## src/rtl/core/brdw_pkg.sv

```systemverilog
// ---------------------------------------------------------------------------
// Bus region decoder package
// Region codes, page ranges, register indexes and wait-state tables.
// ---------------------------------------------------------------------------
package brdw_pkg;

    typedef logic [3:0]  t_region;
    typedef logic [27:0] t_offset;
    typedef logic [4:0]  t_wait;
    typedef logic [7:0]  t_page;

    localparam t_region REGION_BIOS    = 4'd0;
    localparam t_region REGION_EWRAM   = 4'd1;
    localparam t_region REGION_IWRAM   = 4'd2;
    localparam t_region REGION_IO      = 4'd3;
    localparam t_region REGION_PALETTE = 4'd4;
    localparam t_region REGION_VRAM    = 4'd5;
    localparam t_region REGION_OAM     = 4'd6;
    localparam t_region REGION_ROM     = 4'd7;
    localparam t_region REGION_SRAM    = 4'd8;
    localparam t_region REGION_EEPROM  = 4'd9;
    localparam t_region REGION_UNUSED  = 4'd10;

    // Access width codes; code three behaves as a word.
    localparam logic [1:0] WIDTH_BYTE = 2'd0;
    localparam logic [1:0] WIDTH_HALF = 2'd1;
    localparam logic [1:0] WIDTH_WORD = 2'd2;

    localparam logic CMD_READ  = 1'b0;
    localparam logic CMD_WRITE = 1'b1;

    // Configuration register indexes.
    localparam logic [1:0] CFG_WAIT_CONTROL = 2'd0;
    localparam logic [1:0] CFG_ROM_MIRROR   = 2'd1;
    localparam logic [1:0] CFG_BACKUP_KIND  = 2'd2;
    localparam logic [1:0] CFG_RTC_PRESENT  = 2'd3;

    localparam int CFG_DATA_W = 25;

    localparam logic [14:0] WAIT_CONTROL_RESET = 15'h0000;
    localparam logic [24:0] ROM_MIRROR_RESET   = 25'h1FF_FFFF;

    localparam logic [1:0] BACKUP_NONE   = 2'd0;
    localparam logic [1:0] BACKUP_SRAM   = 2'd1;

    // Page ranges of the top address byte.
    localparam t_page PAGE_INT_FIRST  = 8'h00;
    localparam t_page PAGE_INT_LAST   = 8'h07;
    localparam t_page PAGE_ROM_FIRST  = 8'h08;
    localparam t_page PAGE_ROM_LAST   = 8'h0D;
    localparam t_page PAGE_EEPROM     = 8'h0D;
    localparam t_page PAGE_SRAM_FIRST = 8'h0E;
    localparam t_page PAGE_SRAM_LAST  = 8'h0F;

    localparam logic [15:0] EEPROM_WINDOW_MID = 16'hFFFF;
    localparam logic [7:0]  RTC_FIRST         = 8'hC4;
    localparam logic [7:0]  RTC_LAST          = 8'hC9;
    localparam logic [27:0] SRAM_OFFSET_MASK  = 28'hEFF_FFFF;

    // Nonsequential wait table, indexed by a two-bit N field.
    function automatic logic [3:0] nonseq_wait(input logic [1:0] nf);
        logic [3:0] w;
        unique case (nf)
            2'd0:    w = 4'd4;
            2'd1:    w = 4'd3;
            2'd2:    w = 4'd2;
            default: w = 4'd8;
        endcase
        return w;
    endfunction

    // Sequential wait table, indexed by waitstate number and S field.
    function automatic logic [3:0] seq_wait(input logic [1:0] ws, input logic sf);
        logic [3:0] w;
        if (sf) begin
            w = 4'd1;
        end else begin
            unique case (ws)
                2'd0:    w = 4'd2;
                2'd1:    w = 4'd4;
                default: w = 4'd8;
            endcase
        end
        return w;
    endfunction

    // Assumed internal page waits: 8/16-bit or 32-bit.
    function automatic t_wait internal_wait(input logic [2:0] page, input logic word);
        t_wait w;
        unique case (page) inside
            3'd2:       w = word ? 5'd6 : 5'd3;
            3'd5, 3'd6: w = word ? 5'd2 : 5'd1;
            default:    w = 5'd1;
        endcase
        return w;
    endfunction

    function automatic t_region page_region(input logic [2:0] page);
        t_region r;
        unique case (page)
            3'd0:    r = REGION_BIOS;
            3'd1:    r = REGION_UNUSED;
            3'd2:    r = REGION_EWRAM;
            3'd3:    r = REGION_IWRAM;
            3'd4:    r = REGION_IO;
            3'd5:    r = REGION_PALETTE;
            3'd6:    r = REGION_VRAM;
            default: r = REGION_OAM;
        endcase
        return r;
    endfunction

    typedef struct packed {
        t_region region;
        t_offset local_offset;
        t_wait   wait_cycles;
        logic    rtc_window;
        logic    write_dropped;
        logic    fill_ones;
    } t_result;

endpackage

```

## src/rtl/core/brdw_access_if.sv

```systemverilog
// ---------------------------------------------------------------------------
// Bus access channel
// Valid/ready channel carrying one bus access per beat.
// ---------------------------------------------------------------------------
interface brdw_access_if;
    logic        valid;
    logic        ready;
    logic        cmd;
    logic [31:0] address;
    logic [1:0]  access_width;
    logic        sequential;

    modport source (output valid, output cmd, output address, output access_width,
                    output sequential, input ready);
    modport sink   (input valid, input cmd, input address, input access_width,
                    input sequential, output ready);
endinterface

```

## src/rtl/core/brdw_result_if.sv

```systemverilog
// ---------------------------------------------------------------------------
// Decode result channel
// Valid/ready channel carrying one decoded access per beat.
// ---------------------------------------------------------------------------
interface brdw_result_if;
    logic        valid;
    logic        ready;
    logic [3:0]  region;
    logic [27:0] local_offset;
    logic [4:0]  wait_cycles;
    logic        rtc_window;
    logic        write_dropped;
    logic        fill_ones;

    modport source (output valid, output region, output local_offset, output wait_cycles,
                    output rtc_window, output write_dropped, output fill_ones,
                    input ready);
    modport sink   (input valid, input region, input local_offset, input wait_cycles,
                    input rtc_window, input write_dropped, input fill_ones,
                    output ready);
endinterface

```

## src/rtl/core/bus_region_decode_waitstates.sv

```systemverilog
// ---------------------------------------------------------------------------
// Bus region decoder with wait states
// Decodes one bus access into region, local offset, cycle cost and flags.
// ---------------------------------------------------------------------------
// Usage:
//   i_acc carries one access per beat (cmd, address, access_width,
//   sequential); o_res returns exactly one decoded beat per access, in order.
//   Both are valid/ready channels; a beat moves when valid and ready are high.
//   The configuration port writes register i_cfg_index from i_cfg_data when
//   i_cfg_we is high; write it only while no access is in flight.
//   An access lands in the input register, is decoded in one pass of short
//   logic, and lands in the result register, where it is shown on o_res.
//   Throughput is one access per cycle while o_res is not stalled, set by the
//   two-stage register pipeline; nothing in the decode iterates.
//   When the receiver stalls, the result register holds its beat and the
//   input register holds one more; i_acc.ready drops only when both are full.
//   Synchronous reset empties both stages and loads the configuration reset
//   values (wait control 0, ROM mirror mask all ones, no backup, no clock).
// ---------------------------------------------------------------------------
module bus_region_decode_waitstates (
    input  logic                              i_clk,
    input  logic                              i_rst_n,
    brdw_access_if.sink                       i_acc,
    brdw_result_if.source                     o_res,
    input  logic                              i_cfg_we,
    input  logic [1:0]                        i_cfg_index,
    input  logic [brdw_pkg::CFG_DATA_W-1:0]   i_cfg_data
);
    import brdw_pkg::*;

    // Configuration registers.
    logic [14:0] r_wait_control;
    logic [24:0] r_rom_mirror;
    logic [1:0]  r_backup_kind;
    logic        r_rtc_present;

    // Input stage.
    logic        r_s1_valid;
    logic        r_s1_cmd;
    logic [31:0] r_s1_address;
    logic [1:0]  r_s1_width;
    logic        r_s1_seq;

    // Result stage.
    logic        r_s2_valid;
    t_result     r_s2_res;
    t_result     n_s2_res;

    logic        w_s1_adv;
    logic        w_in_take;

    // Advance the input stage whenever the result register is free or drains.
    assign w_s1_adv    = !r_s2_valid || o_res.ready;
    assign i_acc.ready = !r_s1_valid || w_s1_adv;
    assign w_in_take   = i_acc.valid && i_acc.ready;

    always_ff @(posedge i_clk) begin
        if (!i_rst_n) begin
            r_wait_control <= WAIT_CONTROL_RESET;
            r_rom_mirror   <= ROM_MIRROR_RESET;
            r_backup_kind  <= BACKUP_NONE;
            r_rtc_present  <= 1'b0;
        end else if (i_cfg_we) begin
            unique case (i_cfg_index)
                CFG_WAIT_CONTROL: r_wait_control <= i_cfg_data[14:0];
                CFG_ROM_MIRROR:   r_rom_mirror   <= i_cfg_data[24:0];
                CFG_BACKUP_KIND:  r_backup_kind  <= i_cfg_data[1:0];
                CFG_RTC_PRESENT:  r_rtc_present  <= i_cfg_data[0];
                default:          r_rtc_present  <= r_rtc_present;
            endcase
        end
    end

    always_ff @(posedge i_clk) begin
        if (!i_rst_n) begin
            r_s1_valid <= 1'b0;
            r_s2_valid <= 1'b0;
        end else begin
            if (i_acc.ready) begin
                r_s1_valid <= i_acc.valid;
            end
            if (w_s1_adv) begin
                r_s2_valid <= r_s1_valid;
            end
        end
    end

    // Payload registers: load without reset.
    always_ff @(posedge i_clk) begin
        if (w_in_take) begin
            r_s1_cmd     <= i_acc.cmd;
            r_s1_address <= i_acc.address;
            r_s1_width   <= i_acc.access_width;
            r_s1_seq     <= i_acc.sequential;
        end
        if (w_s1_adv && r_s1_valid) begin
            r_s2_res <= n_s2_res;
        end
    end

    // -----------------------------------------------------------------------
    // Decode
    // -----------------------------------------------------------------------
    logic        w_wr;
    logic        w_word;
    logic        w_half;
    t_page       w_page;
    logic [27:0] w_al;
    logic [1:0]  w_ws;
    logic [1:0]  w_nf;
    logic        w_sf;
    logic [3:0]  w_n;
    logic [3:0]  w_s;
    t_wait       w_rom_wait;
    logic [24:0] w_rom_off;
    logic        w_rtc;
    logic        w_eeprom;
    logic [16:0] w_vram;

    assign w_wr   = (r_s1_cmd == CMD_WRITE);
    assign w_word = r_s1_width[1];
    assign w_half = (r_s1_width == WIDTH_HALF);
    assign w_page = r_s1_address[31:24];

    // Align: words drop bits 1:0, halfwords bit 0, bytes keep all.
    assign w_al = {r_s1_address[27:2],
                   w_word ? 1'b0 : r_s1_address[1],
                   (w_word || w_half) ? 1'b0 : r_s1_address[0]};

    // Waitstate select: pages 8/9 use WS0, A/B WS1, C/D WS2.
    assign w_ws = r_s1_address[26:25];
    always_comb begin
        unique case (w_ws)
            2'd0: begin
                w_nf = r_wait_control[3:2];
                w_sf = r_wait_control[4];
            end
            2'd1: begin
                w_nf = r_wait_control[6:5];
                w_sf = r_wait_control[7];
            end
            default: begin
                w_nf = r_wait_control[9:8];
                w_sf = r_wait_control[10];
            end
        endcase
    end
    assign w_n = nonseq_wait(w_nf);
    assign w_s = seq_wait(w_ws, w_sf);

    // 8/16-bit: one access; 32-bit: N+S, or two S when sequential.
    always_comb begin
        if (!w_word) begin
            w_rom_wait = 5'd1 + (r_s1_seq ? {1'b0, w_s} : {1'b0, w_n});
        end else if (r_s1_seq) begin
            w_rom_wait = {w_s + 4'd1, 1'b0};
        end else begin
            w_rom_wait = 5'd2 + {1'b0, w_n} + {1'b0, w_s};
        end
    end

    assign w_rom_off = w_al[24:0] & r_rom_mirror;
    assign w_rtc     = (w_rom_off[24:8] == '0) &&
                       (w_rom_off[7:0] >= RTC_FIRST) && (w_rom_off[7:0] <= RTC_LAST);
    assign w_eeprom  = (w_page == PAGE_EEPROM) && w_half && r_backup_kind[1] &&
                       (r_s1_address[23:8] == EEPROM_WINDOW_MID);

    // VRAM: 128K window, upper 32K mirrors the 32K below it.
    assign w_vram = {w_al[16], w_al[15] & ~w_al[16], w_al[14:0]};

    always_comb begin
        n_s2_res               = '0;
        n_s2_res.region        = REGION_UNUSED;
        n_s2_res.wait_cycles   = 5'd1;
        unique case (w_page) inside
            [PAGE_INT_FIRST:PAGE_INT_LAST]: begin
                n_s2_res.region      = page_region(w_page[2:0]);
                n_s2_res.wait_cycles = internal_wait(w_page[2:0], w_word);
                case (n_s2_res.region) inside
                    REGION_EWRAM:                 n_s2_res.local_offset = {10'd0, w_al[17:0]};
                    REGION_IWRAM:                 n_s2_res.local_offset = {13'd0, w_al[14:0]};
                    REGION_PALETTE, REGION_OAM:   n_s2_res.local_offset = {18'd0, w_al[9:0]};
                    REGION_VRAM:                  n_s2_res.local_offset = {11'd0, w_vram};
                    REGION_UNUSED:                n_s2_res.local_offset = '0;
                    default:                      n_s2_res.local_offset = w_al;
                endcase
                n_s2_res.write_dropped = w_wr && ((n_s2_res.region == REGION_BIOS) ||
                                                  (n_s2_res.region == REGION_UNUSED));
            end
            [PAGE_ROM_FIRST:PAGE_ROM_LAST]: begin
                n_s2_res.wait_cycles = w_rom_wait;
                if (w_eeprom) begin
                    n_s2_res.region       = REGION_EEPROM;
                    n_s2_res.local_offset = w_al;
                end else begin
                    // Pass ROM writes only into the clock window, never bytes.
                    n_s2_res.region        = REGION_ROM;
                    n_s2_res.local_offset  = {3'd0, w_rom_off};
                    n_s2_res.rtc_window    = w_rtc;
                    n_s2_res.write_dropped = w_wr && !(w_rtc && r_rtc_present &&
                                                       (r_s1_width != WIDTH_BYTE));
                end
            end
            [PAGE_SRAM_FIRST:PAGE_SRAM_LAST]: begin
                n_s2_res.region        = REGION_SRAM;
                n_s2_res.local_offset  = r_s1_address[27:0] & SRAM_OFFSET_MASK;
                n_s2_res.wait_cycles   = 5'd1 + {1'b0, nonseq_wait(r_wait_control[1:0])};
                // No SRAM fitted: drop writes, read back all ones.
                n_s2_res.write_dropped = w_wr && (r_backup_kind != BACKUP_SRAM);
                n_s2_res.fill_ones     = !w_wr && (r_backup_kind != BACKUP_SRAM);
            end
            default: begin
                n_s2_res.write_dropped = w_wr;
            end
        endcase
    end

    assign o_res.valid         = r_s2_valid;
    assign o_res.region        = r_s2_res.region;
    assign o_res.local_offset  = r_s2_res.local_offset;
    assign o_res.wait_cycles   = r_s2_res.wait_cycles;
    assign o_res.rtc_window    = r_s2_res.rtc_window;
    assign o_res.write_dropped = r_s2_res.write_dropped;
    assign o_res.fill_ones     = r_s2_res.fill_ones;

endmodule

```

## src/flat_wrapper.sv

```systemverilog
// flat-port wrapper written by rule: the top's interface ports become plain ports
module bus_region_decode_waitstates_flat import brdw_pkg::*;
  (i_clk, i_rst_n, i_cfg_we, i_cfg_index, i_cfg_data, i_acc_valid, i_acc_cmd, i_acc_address, i_acc_access_width, i_acc_sequential, i_acc_ready, o_res_valid, o_res_region, o_res_local_offset, o_res_wait_cycles, o_res_rtc_window, o_res_write_dropped, o_res_fill_ones, o_res_ready);
  brdw_access_if i_acc_i ();
  brdw_result_if o_res_i ();
  input  logic i_clk;
  input  logic i_rst_n;
  input  logic i_cfg_we;
  input  logic [1:0] i_cfg_index;
  input  logic [brdw_pkg::CFG_DATA_W-1:0] i_cfg_data;
  input wire logic [$bits(i_acc_i.valid)-1:0] i_acc_valid;
  input wire logic [$bits(i_acc_i.cmd)-1:0] i_acc_cmd;
  input wire logic [$bits(i_acc_i.address)-1:0] i_acc_address;
  input wire logic [$bits(i_acc_i.access_width)-1:0] i_acc_access_width;
  input wire logic [$bits(i_acc_i.sequential)-1:0] i_acc_sequential;
  output wire logic [$bits(i_acc_i.ready)-1:0] i_acc_ready;
  output wire logic [$bits(o_res_i.valid)-1:0] o_res_valid;
  output wire logic [$bits(o_res_i.region)-1:0] o_res_region;
  output wire logic [$bits(o_res_i.local_offset)-1:0] o_res_local_offset;
  output wire logic [$bits(o_res_i.wait_cycles)-1:0] o_res_wait_cycles;
  output wire logic [$bits(o_res_i.rtc_window)-1:0] o_res_rtc_window;
  output wire logic [$bits(o_res_i.write_dropped)-1:0] o_res_write_dropped;
  output wire logic [$bits(o_res_i.fill_ones)-1:0] o_res_fill_ones;
  input wire logic [$bits(o_res_i.ready)-1:0] o_res_ready;
  assign i_acc_i.valid = i_acc_valid;
  assign i_acc_i.cmd = i_acc_cmd;
  assign i_acc_i.address = i_acc_address;
  assign i_acc_i.access_width = i_acc_access_width;
  assign i_acc_i.sequential = i_acc_sequential;
  assign i_acc_ready = i_acc_i.ready;
  assign o_res_valid = o_res_i.valid;
  assign o_res_region = o_res_i.region;
  assign o_res_local_offset = o_res_i.local_offset;
  assign o_res_wait_cycles = o_res_i.wait_cycles;
  assign o_res_rtc_window = o_res_i.rtc_window;
  assign o_res_write_dropped = o_res_i.write_dropped;
  assign o_res_fill_ones = o_res_i.fill_ones;
  assign o_res_i.ready = o_res_ready;
  bus_region_decode_waitstates u_core (.i_clk(i_clk), .i_rst_n(i_rst_n), .i_acc(i_acc_i), .o_res(o_res_i), .i_cfg_we(i_cfg_we), .i_cfg_index(i_cfg_index), .i_cfg_data(i_cfg_data));
endmodule
```

## config.mk

```make
export PLATFORM = sky130hd
export DESIGN_NAME = bus_region_decode_waitstates_flat
export DESIGN_NICKNAME = d
export VERILOG_FILES = /design/src/rtl/core/brdw_pkg.sv /design/src/rtl/core/brdw_access_if.sv /design/src/rtl/core/brdw_result_if.sv /design/src/rtl/core/bus_region_decode_waitstates.sv /design/src/flat_wrapper.sv
export SDC_FILE = /design/constraint.sdc
export NUM_CORES = 1
export LEC_CHECK = 0
export ABC_AREA = 1
export BUFFER_PORTS_ARGS = -buffer_cell sky130_fd_sc_hd__buf_2
export CAP_MARGIN = 20
export CORE_UTILIZATION = 49
export CTS_CLUSTER_DIAMETER = 50
export DETAILED_ROUTE_END_ITERATION = 6
export GPL_TIMING_DRIVEN = 0
export PLACE_DENSITY = 0.78
export SKIP_CTS_REPAIR_TIMING = 1
export SLEW_MARGIN = 0
export SYNTH_ARGS = -nofsm -noshare
export SYNTH_HDL_FRONTEND = slang
export SYNTH_SLANG_ARGS = --single-unit
```

## constraint.sdc

```tcl
create_clock -name i_clk -period 3.4 [get_ports i_clk]
set_clock_uncertainty 0.2 [all_clocks]
set_input_delay 0.51 -clock i_clk [delete_from_list [all_inputs] [get_ports i_clk]]
set_output_delay 0.51 -clock i_clk [all_outputs]
set_load 0.005 [all_outputs]
```

# [Word level (Yosys, flattened, before mapping)]
# Index checks and enable logic that the tools add are counted.
[classes] add_sub_neg=5 magnitude_cmp=8 n_eq_ne=24 n_mux=26 bitwise_logic=4 n_reduce_logical=39
[op_table] operator="$mux W28" n=5
[op_table] operator="$pmux W37 S3" n=1
[op_table] operator="$mux W32" n=1
[op_table] operator="$pmux W4 S7" n=1
[op_table] operator="$and A25 B25 Y25" n=1
[op_table] operator="$pmux W4 S3" n=2
[op_table] operator="$logic_not A17 Y1" n=1
[op_table] operator="$eq A16 B16 Y1 const B" n=1
[op_table] operator="$ge A8 B4 Y1 const B" n=2
[op_table] operator="$le A8 B4 Y1 const B" n=2
[op_table] operator="$logic_and A1 B1 Y1" n=16
[op_table] operator="$mux W4" n=4
[op_table] operator="$eq A4 B3 Y1 const B" n=3
[op_table] operator="$eq A2 B1 Y1 const B" n=5
[op_table] operator="$mux W5" n=2
[op_table] operator="$pmux W5 S2" n=1
[op_table] operator="$eq A3 B3 Y1 const B" n=3
[op_table] operator="$eq A2 B2 Y1 const B" n=4
[op_table] operator="$eq A8 B4 Y1 const B" n=1
[op_table] operator="$ge A8 B1 Y1 const B" n=1
[op_table] operator="$ge A8 B8 Y1 const B" n=1
[op_table] operator="$le A8 B3 Y1 const B" n=1
[op_table] operator="$le A8 B8 Y1 const B" n=1
[op_table] operator="$logic_not A2 Y1" n=4
[op_table] operator="other kinds (27)" n=42
[totals] reg_bits=117 in_bits=68 out_inout_bits=42 wordCells=122

# [Logic depth before layout (Yosys ltp)]
# Gate-level depths: netlist of the first run.
[logic_depth] depth_word=13 mapped_depth=16 depth_no_buf=15

# [Worst setup path before layout of the first run]
# Ideal clock, no wire load.
[synth_timing] path_type="register to register" startpoint="register u_core.r_s1_address[26]" endpoint="register u_core.r_s2_res (netlist bit u_core.o_res.wait_cycles[2]) (data pin)" t_arrival_ps=2758 required_ps=2941 setup_slack_ps=183 stages_incl_launch_ff=17 period_less_slack_ps=3217 cell_sequence="edfxtp_1 -> buf_2 -> inv_1 -> nand2_1 -> nor2_1 -> a221oi_1 -> ha_1 -> inv_1 -> ha_1 -> inv_1 -> ha_1 -> fa_1 -> or2_2 -> nand2_1 -> nand2_1 -> nand3_1 -> nand3_1"
[synth_lines] item="start, declared" line="bus_region_decode_waitstates.sv:40" text="logic [31:0] r_s1_address;"
[synth_lines] item="start signal, assigned" line="bus_region_decode_waitstates.sv:92" text="r_s1_address <= i_acc.address;"
[synth_lines] item="end signal, assigned" line="bus_region_decode_waitstates.sv:97" text="r_s2_res <= n_s2_res;"
[synth_lines] item="end, declared" line="bus_region_decode_waitstates.sv:46" text="t_result r_s2_res;"

==> impl_metrics.py, run 1 <==
metrics = {
    "outcome": {
        "outcome": "finished, violations left",
        "violations": "negative hold slack",
    },
    "global_route": {
        "use_met2_pct": 41.8,
        "use_met1_pct": 31.5,
        "grt_remaining_overflow": 0,
        "grt_pass1_wl_um": 21800,
        "track_usage_pct": 25.6,
        "grt_max_degree": 37,
        "grt-busiest-layer": "met2",
        "antenna_found_initial": 0,
        "grt_pass1_vias": 4565,
        "grt_util_met3_pct": 7.42,
    },
    "timing": {
        "period_minus_slack_ns": 3.27,
        "fmax_mhz": 306,
        "setup_viol": 0,
        "setup_tns_ns": 0,
        "hold_viol": 2,
        "drv_slew": 0,
        "hold_slack_ns": -0.0135,
        "worst_pin_slew_ns": 0.845,
        "period_share_pct": 96.2,
        "relSlewSlack_pct": 43.7,
    },
    "synth": {
        "async_flop_share_pct": 0,
        "ys_ff_latch": 117,
        "yosys_warnings": 0,
        "synth_edf_count": 76,
        "seq_area_frac_synth_pct": 58.1,
        "synth_nets": 682,
        "ys_types": 35,
        "yosysTopAreaCellShare_pct": 42.7,
        "synth_area_um2": 5340,
        "synth_area_leader_cell": "edfxtp_1",
        "synth_ff_type": "edfxtp_1",
        "synth_area_leaders": "edfxtp_1 (43%), dfxtp_1 (15%), nand2_1 (13%), nand3_1 (5.6%), nor2_1 (3.9%)",
        "syn_inst": 602,
        "avgSynthCellArea_um2": 8.87,
    },
    "clock_tree": {
        "htree_levels": 4,
        "cts-buffers-inserted": 17,
        "cts.sinks": 117,
        "root_buffer": "clkbuf_8",
        "clkTransAtPathRegs_ns": 0.06,
        "cts_tree": "yes",
        "cts_buffer_depth": 2,
        "clock_latency_ns": 0.53,
    },
    "final_layout": {
        "drive_above_1_share_pct": 23.5,
        "nets": 855,
        "multiInputGateArea_um2": 1980,
        "mostFrequentLayoutCells": "nand2_1 (185), buf_2 (112), edfxtp_1 (76)",
        "syn_to_final_growth_pct": 33.6,
        "nFillCells": 805,
        "seq_area_um2": 3100,
        "antenna_cells": 0,
        "final_common_cell": "nand2_1",
        "finalNonFillerCells": 924,
    },
    "floorplanning": {
        "initial_utilization_pct": 51.0,
        "core-area_um2": 10500,
        "dieHeight_um": 106,
        "rows": 37,
        "dieWidth_um": 106,
        "io_pins": 110,
        "die-area_um2": 11300,
    },
    "drt": {
        "drt-vias-per-instance": 5.20,
        "drc_errors": 0,
        "vias": 4803,
        "ant_nets": 0,
        "firstDrtPassIters": 6,
        "drtIter0Drc": 386,
        "routedWlPerCell_um": 15.2,
        "routed_wl_um": 14000,
    },
    "place": {
        "dp_hpwl_um": 9840,
        "numPortBuffers": 108,
        "place_inst": 847,
        "place.gp.congestion": 0.888,
    },
    "pwr": {
        "p_leak_nw": 3.42,
        "power_mw": 3.65,
        "p_per_area_nw_per_um2": 512,
        "irDropWorstVdd_v": 0.000279,
    },
    "worst_setup_path": {
        "crit_type": "reg2reg",
        "cp_data_required_time_ns": 3.46,
        "start_kind": "flip-flop",
        "end_kind": "flip-flop",
        "path_max_fanout": 5,
        "worst_ep_arrival_time_ns": 3.33,
    },
    "run": {
        "maxCapViolCount": 0,
    },
    "hold_path": {
        "hold_path.class": "in2reg",
    },
}
per-stage QoR:
stage / area [µm²] / setup WS, ns / util (%)
2_1_floorplan: 5340 / 0.183 / -
6_report: 7130 / 0.130 / 68.2
3_5_place_dp: 6090 / -0.231 / 58.2
4_1_cts: 6650 / -0.252 / 63.5
3_3_place_gp: 6050 / -0.680 / 57.8
5_1_grt: 7130 / -0.0448 / 68.2
registers in the layout, summed over array words and instances (netlist names):
register / cells
u_core.o_res.valid: 1
u_core.r_wait_control: 11
u_core.r_s1_address: 32
u_core.o_res.region: 4
u_core.o_res.rtc_window: 1
u_core.r_s1_seq: 1
u_core.r_rtc_present: 1
u_core.o_res.wait_cycles: 5
u_core.r_s1_width: 2
u_core.o_res.fill_ones: 1
u_core.r_rom_mirror: 25
u_core.r_s1_valid: 1
u_core.r_s1_cmd: 1
u_core.o_res.write_dropped: 1
u_core.r_backup_kind: 2
u_core.o_res.local_offset: 28
worst max-delay path, cell delays in order (launching register included):
cell	delay, ns
edfxtp_1	0.51
nand2_4	0.15
nor2_2	0.04
a221oi_2	0.25
ha_1	0.32
inv_1	0.07
ha_1	0.23
inv_1	0.07
ha_2	0.19
fa_1	0.40
or2_2	0.29
nand2_1	0.06
nand2_1	0.04
nand3_1	0.10
nand3_1	0.08
final cells by class:
type                    count  share of cell area, %
repair buffers            154                   14.1
plain buffers              16                   1.12
inverters                  62                   3.33
well taps                 136                   2.39
clock buffers              19                   5.91
multi-input cells         407                   27.8
flip-flops and latches    117                   43.5
clock inverters            13                   1.88
cell usage after synthesis, types with 2 or more instances:
cell type / count
nor2_2: 4
nand3_1: 60
nand4_1: 2
nand2_1: 186
clkbuf_1: 8
edfxtp_1: 76
o211ai_1: 3
and2_1: 3
nand2_2: 4
o21a_1: 2
a21oi_1: 24
o21ai_0: 21
a221oi_1: 2
or2_2: 2
ha_1: 11
nor2_1: 55
nor2_4: 2
inv_2: 10
buf_4: 2
o21ai_1: 11
nand3b_1: 2
inv_1: 52
nor3_1: 4
buf_2: 5
dfxtp_1: 41
layer usage:
layer | vias up | wire length [µm]
met5 | - | 0
met4 | 0 | 389
met3 | 39 | 1240
met2 | 255 | 6830
met1 | 2178 | 5580
li1 | 2331 | -
path summary, 6_finish.rpt:
kind         slack (ns)  depth (start not counted)                                   from                                    end
max reg2reg        0.13                         14      u_core.r_s1_address[25]$_DFFE_PP_  u_core.o_res.wait_cycles[2]$_DFFE_PP_
min               -0.01                          3                         i_cfg_data[18]   u_core.r_rom_mirror[18]$_SDFFE_PN1P_
max                0.13                         14      u_core.r_s1_address[25]$_DFFE_PP_  u_core.o_res.wait_cycles[2]$_DFFE_PP_
min reg2reg        0.28                          2  u_core.r_wait_control[6]$_SDFFE_PN0P_  u_core.r_wait_control[6]$_SDFFE_PN0P_
logic make-up (layout without fill, tap and decap cells):
family                   count (synthesis)  count (layout)  share of synthesized area, %
AND/OR/NAND/NOR                        328             328                          26.1
XOR/XNOR                                 1               1                         0.164
buffers and inverters                   78             264                          5.74
flip-flops                             117             117                          58.1
AO/OA/AOI/OAI                           66              66                          6.91
adder cells (fa/ha/maj)                 12              12                          2.95
report_power, final:
group          internal [mW]  switching [mW]  total (mW)
sequential              1.59          0.0490        1.63
clock                   1.04           0.640        1.68
combinational          0.149           0.188       0.337
total                   2.77           0.877        3.65
(Power assumes the default switching activity.)
==> run 2, diff against run 1 <==
==> constraint.sdc (replaced) <==
create_clock -name i_clk -period 3.4 [get_ports i_clk]
set_clock_uncertainty 0.2 [all_clocks]
set_input_delay 0.34 -clock i_clk [delete_from_list [all_inputs] [get_ports i_clk]]
set_output_delay 0.34 -clock i_clk [all_outputs]
set_load 0.005 [all_outputs]
==> run 2 against run 1 <==
  * The flow still finishes with violations (negative hold slack)
  * Critical path depth unchanged
  * Die area unchanged
  * Clock power about the same
  * Clock-buffer cell count unchanged
  * Register-to-register slack about the same
  * Global-route usage unchanged
  * Sequential cell count unchanged
  * Maximum frequency about the same
  * First-iteration DRC count increased by 5.4%
  * Largest cell class unchanged
  * Largest power group unchanged
  * Highest routed layer unchanged
==> impl_metrics.py, run 2 (same netlist as run 1, synthesis figures left out) <==
metrics = {
    "global_route": {
        "grt_max_degree": 37,
        "antenna_found_initial": 0,
        "grt_pass1_wl_um": 21800,
        "grt_remaining_overflow": 0,
        "grt_pass1_vias": 4565,
        "track_usage_pct": 25.6,
    },
    "timing": {
        "setup_viol": 0,
        "drv_slew": 0,
        "setup_slack_ns": 0.131,
        "relSlewSlack_pct": 43.0,
        "worst_pin_slew_ns": 0.855,
        "fmax_mhz": 306,
        "period_share_pct": 96.1,
        "hold_slack_ns": -0.0138,
        "hold_viol": 6,
        "period_minus_slack_ns": 3.27,
    },
    "worst_setup_path": {
        "start_kind": "flip-flop",
        "rr_worst_depth": 14,
        "crit-reg2reg-launch": "u_core.r_s1_address[25]$_DFFE_PP_",
        "end_kind": "flip-flop",
        "worst_ep_arrival_time_ns": 3.34,
        "path_max_fanout": 5,
        "cp_data_required_time_ns": 3.47,
        "startpoint": "u_core.r_s1_address[25]$_DFFE_PP_",
        "crit_type": "reg2reg",
        "rrSetupSlack_ns": 0.13,
    },
    "drt": {
        "ant_nets": 0,
        "routed_wl_um": 14900,
        "firstDrtPassIters": 5,
        "drtIter0Drc": 407,
        "drc_errors": 0,
        "drt-vias-per-instance": 5.26,
        "routedWlPerCell_um": 15.6,
        "vias": 4999,
    },
    "place": {
        "place_inst": 847,
        "dpl-instance-area_um2": 6090,
        "dp_slack_ns": -0.231,
        "dp_hpwl_um": 9840,
        "numPortBuffers": 108,
        "place.gp.congestion": 0.888,
    },
    "pwr": {
        "irDropWorstVdd_v": 0.000281,
        "p_per_area_nw_per_um2": 498,
        "p_leak_nw": 3.53,
    },
    "final_layout": {
        "nFillCells": 757,
        "largest_register_ff_count": 32,
        "mostFrequentLayoutCells": "nand2_1 (185), buf_2 (112), edfxtp_1 (76)",
        "final_common_cell": "nand2_1",
        "final_cell_area_um2": 7400,
        "nets": 882,
        "finalNonFillerCells": 951,
        "fin_util_pct": 70.8,
        "top_register": "u_core.r_s1_address",
        "multiInputGateArea_um2": 1980,
        "seq_area_um2": 3100,
        "syn_to_final_growth_pct": 38.6,
        "antenna_cells": 0,
        "drive_above_1_share_pct": 22.7,
    },
    "floorplanning": {
        "core-area_um2": 10500,
        "initial_utilization_pct": 51.0,
        "io_pins": 110,
        "die-area_um2": 11300,
        "dieHeight_um": 106,
        "dieWidth_um": 106,
        "rows": 37,
    },
    "hold_path": {
        "hold_path.class": "in2reg",
        "hp-start": "i_rst_n",
        "hold_depth": 2,
    },
    "clock_tree": {
        "cts_buffer_depth": 2,
        "cts.sinks": 117,
        "cts-buffers-inserted": 17,
        "htree_levels": 4,
        "root_buffer": "clkbuf_8",
        "cts_tree": "yes",
        "clock_latency_ns": 0.52,
        "clkTransAtPathRegs_ns": 0.06,
    },
    "run": {
        "maxCapViolCount": 0,
    },
    "outcome": {
        "outcome": "finished, violations left",
        "violations": "negative hold slack",
    },
}
==> run 2: cell count changes in the layout (fill, tap and decap cells not counted), sizes merged <==
cell and delta:
dlygate4sd3 +27
==> run 2: cell type report <==
class	instances	area share, %
Inverter	62	3.21
Buffer	16	1.08
Timing Repair Buffer	181	17.2
Sequential cell	117	41.9
Tap cell	136	2.30
Clock inverter	13	1.81
Clock buffer	19	5.70
Multi-Input combinational cell	407	26.8
==> run 2: worst paths after layout <==
kind	endpoint
worst max-delay path	u_core.o_res.wait_cycles[2]$_DFFE_PP_
worst min-delay path	u_core.r_rom_mirror[13]$_SDFFE_PN1P_
worst max register to register	u_core.o_res.wait_cycles[2]$_DFFE_PP_
worst min register to register	u_core.r_rtc_present$_SDFFE_PN0P_
==> run 2: layer usage <==
metal	global-route usage, %	routed length, µm	vias to the layer above
met4	11.4	504	0
met5	0	0	-
met2	41.8	7230	261
met3	7.42	1160	46
li1	-	-	2393
met1	31.5	5960	2299
==> run 2: critical path, cell delays in order (launching register included) <==
cell      delay [ns]
edfxtp_1        0.51
nand2_4         0.15
nor2_2          0.04
a221oi_2        0.25
ha_1            0.32
inv_1           0.07
ha_1            0.23
inv_1           0.07
ha_2            0.19
fa_1            0.40
or2_2           0.29
nand2_1         0.06
nand2_1         0.04
nand3_1         0.10
nand3_1         0.08
==> run 2: stage by stage <==
stage          power, mW  TNS, ns
2_1_floorplan       1.82        0
3_3_place_gp        1.93   -20.52
3_5_place_dp        1.95   -0.308
4_1_cts             3.61   -0.355
5_1_grt             3.81  -0.0448
6_report            3.68        0
==> run 2: where the power goes <==
part           leakage [nW]  internal [mW]  switching, mW
sequential             1.10           1.59         0.0494
clock                 0.269           1.04          0.645
combinational          2.16          0.169          0.197
==> run 3, diff against run 2 <==
==> constraint.sdc (replaced) <==
create_clock -name i_clk -period 3.4 [get_ports i_clk]
set_clock_uncertainty 0.2 [all_clocks]
set_input_delay 0 -clock i_clk [delete_from_list [all_inputs] [get_ports i_clk]]
set_output_delay 0 -clock i_clk [all_outputs]
set_load 0.005 [all_outputs]
==> run 3 against run 2 <==
  * The run still ends with negative hold slack left
  * Sequential cell count stayed put
  * Core utilization is 5.2 points higher
  * Clock-buffer cell count stayed put
  * Wire length is 15% higher
  * Global-route usage stayed put
  * Sequential power hardly changed
  * First-iteration DRC count is 53% higher
  * Sequential share of layout area is 2.9 points lower
  * Die area stayed put
  * Non-clock buffer count is 54 higher
  * Hold slack better by 0.00083 ns
  * Largest cell class unchanged
==> impl_metrics.py, run 3 (same netlist as run 1, synthesis figures left out) <==
metrics = {
    "final_layout": {
        "final_common_cell": "nand2_1",
        "syn_to_final_growth_pct": 48.8,
        "drive_above_1_share_pct": 21.3,
        "nets": 936,
        "top_register": "u_core.r_s1_address",
        "largest_register_ff_count": 32,
        "antenna_cells": 0,
        "mostFrequentLayoutCells": "nand2_1 (185), dlygate4sd3_1 (120), buf_2 (112)",
    },
    "clock_tree": {
        "htree_levels": 4,
        "root_buffer": "clkbuf_8",
        "clock_latency_ns": 0.54,
        "cts_buffer_depth": 2,
        "cts_tree": "yes",
        "cts.sinks": 117,
        "clkTransAtPathRegs_ns": 0.06,
        "cts-buffers-inserted": 17,
    },
    "global_route": {
        "grt_remaining_overflow": 0,
        "use_met2_pct": 41.8,
        "grt_pass1_wl_um": 21800,
        "grt_util_met3_pct": 7.42,
        "use_met1_pct": 31.5,
        "antenna_found_initial": 0,
        "track_usage_pct": 25.6,
        "grt_max_degree": 37,
        "grt-busiest-layer": "met2",
        "grt_pass1_vias": 4565,
    },
    "floorplanning": {
        "dieHeight_um": 106,
        "core-area_um2": 10500,
        "die-area_um2": 11300,
        "rows": 37,
        "initial_utilization_pct": 51.0,
        "io_pins": 110,
        "dieWidth_um": 106,
    },
    "pwr": {
        "irDropWorstVdd_v": 0.000335,
        "pwr-share-clk_pct": 45.2,
        "internal-power_mw": 2.83,
        "p_sw_uw": 931,
        "combPwrFrac_pct": 11.3,
        "p_leak_nw": 3.72,
        "switching_share_pct": 24.7,
        "p_seq_share_pct": 43.5,
        "p_per_area_nw_per_um2": 474,
    },
    "worst_setup_path": {
        "cp_data_required_time_ns": 3.48,
        "end_kind": "flip-flop",
        "crit-reg2reg-launch": "u_core.r_s1_address[26]$_DFFE_PP_",
        "reg2reg_to": "u_core.o_res.wait_cycles[2]$_DFFE_PP_",
        "crit_type": "reg2reg",
        "path_max_fanout": 6,
        "worst_ep_arrival_time_ns": 3.40,
        "start_kind": "flip-flop",
        "rrSetupSlack_ns": 0.08,
        "rr_worst_depth": 16,
        "startpoint": "u_core.r_s1_address[26]$_DFFE_PP_",
    },
    "drt": {
        "drc_errors": 0,
        "drtIter0Drc": 621,
        "routedWlPerCell_um": 17.0,
        "firstDrtPassIters": 6,
        "vias": 5413,
        "routed_wl_um": 17000,
        "drt-vias-per-instance": 5.39,
        "ant_nets": 0,
    },
    "hold_path": {
        "hold_path.class": "in2reg",
        "hp-start": "i_acc_cmd",
        "hold_depth": 2,
        "whs_endpoint": "u_core.r_s1_cmd$_DFFE_PP_",
    },
    "outcome": {
        "violations": "negative hold slack",
        "outcome": "finished, violations left",
    },
    "place": {
        "place.gp.congestion": 0.888,
        "numPortBuffers": 108,
        "dp_slack_ns": -0.231,
        "dp_hpwl_um": 9840,
    },
    "timing": {
        "worst_pin_slew_ns": 0.882,
        "period_share_pct": 97.7,
        "setup_slack_ns": 0.0795,
        "setup_viol": 0,
        "drv_slew": 0,
        "relSlewSlack_pct": 41.1,
        "setup_tns_ns": 0,
        "fmax_mhz": 301,
        "hold_viol": 2,
        "hold_slack_ns": -0.0130,
        "period_minus_slack_ns": 3.32,
    },
    "run": {
        "maxCapViolCount": 0,
    },
}
-- run 3: cell types whose count changed in the layout (fill, tap and decap cells not counted) --
cell           delta
dlygate4sd3_1    +54
-- run 3: worst max path at each step --
stage          slack [ns]                                       to
2_1_floorplan        0.18    u_core.o_res.wait_cycles[2]$_DFFE_PP_
3_3_place_gp        -0.40  u_core.o_res.local_offset[21]$_DFFE_PP_
3_5_place_dp        -0.23    u_core.o_res.wait_cycles[2]$_DFFE_PP_
4_1_cts             -0.25    u_core.o_res.wait_cycles[2]$_DFFE_PP_
5_1_grt             -0.06    u_core.o_res.wait_cycles[2]$_DFFE_PP_
6_report             0.08    u_core.o_res.wait_cycles[2]$_DFFE_PP_
-- run 3: per-layer routing --
layer	routed length [µm]	vias up
li1	-	2491
met2	8410	389
met3	1710	79
met5	0	-
met4	697	0
met1	6240	2454
-- run 3: worst max-delay path: stages (launching register included) --
cell and delay, ns:
edfxtp_1 0.40, buf_6 0.16, inv_4 0.08, nand2_4 0.08, nor2_2 0.14, a221oi_2 0.07
ha_1 0.34, inv_1 0.06, ha_1 0.29, inv_1 0.06, ha_2 0.19, fa_1 0.41
or2_2 0.29, nand2_1 0.06, nand2_1 0.04, nand3_1 0.10, nand3_1 0.08
-- run 3: final cells by class --
type / instances / area [µm²]
plain buffers: 16 / 80.1
clock buffers: 19 / 422
clock inverters: 13 / 134
fillers: 642 / 2520
inverters: 62 / 238
multi-input cells: 407 / 1980
flip-flops and latches: 117 / 3100
well taps: 136 / 170
repair buffers: 235 / 1810
-- run 3: power groups by stage --
stage / sequential [mW] / clock [mW] / combinational, mW
2_1_floorplan: 1.65 / 0 / 0.170
6_report: 1.64 / 1.70 / 0.425
3_5_place_dp: 1.66 / 0 / 0.285
5_1_grt: 1.64 / 1.76 / 0.465
4_1_cts: 1.63 / 1.68 / 0.289
3_3_place_gp: 1.66 / 0 / 0.272
-- run 3: per-stage QoR --
stage	std cells	util [%]	area (µm²)	power, mW
after global routing	1005	75.9	7940	3.87
final	1005	75.9	7940	3.76
after detailed placement	847	58.2	6090	1.95
after CTS	879	63.5	6650	3.61
after global placement	846	57.8	6050	1.93
after floorplan	602	-	5340	1.82
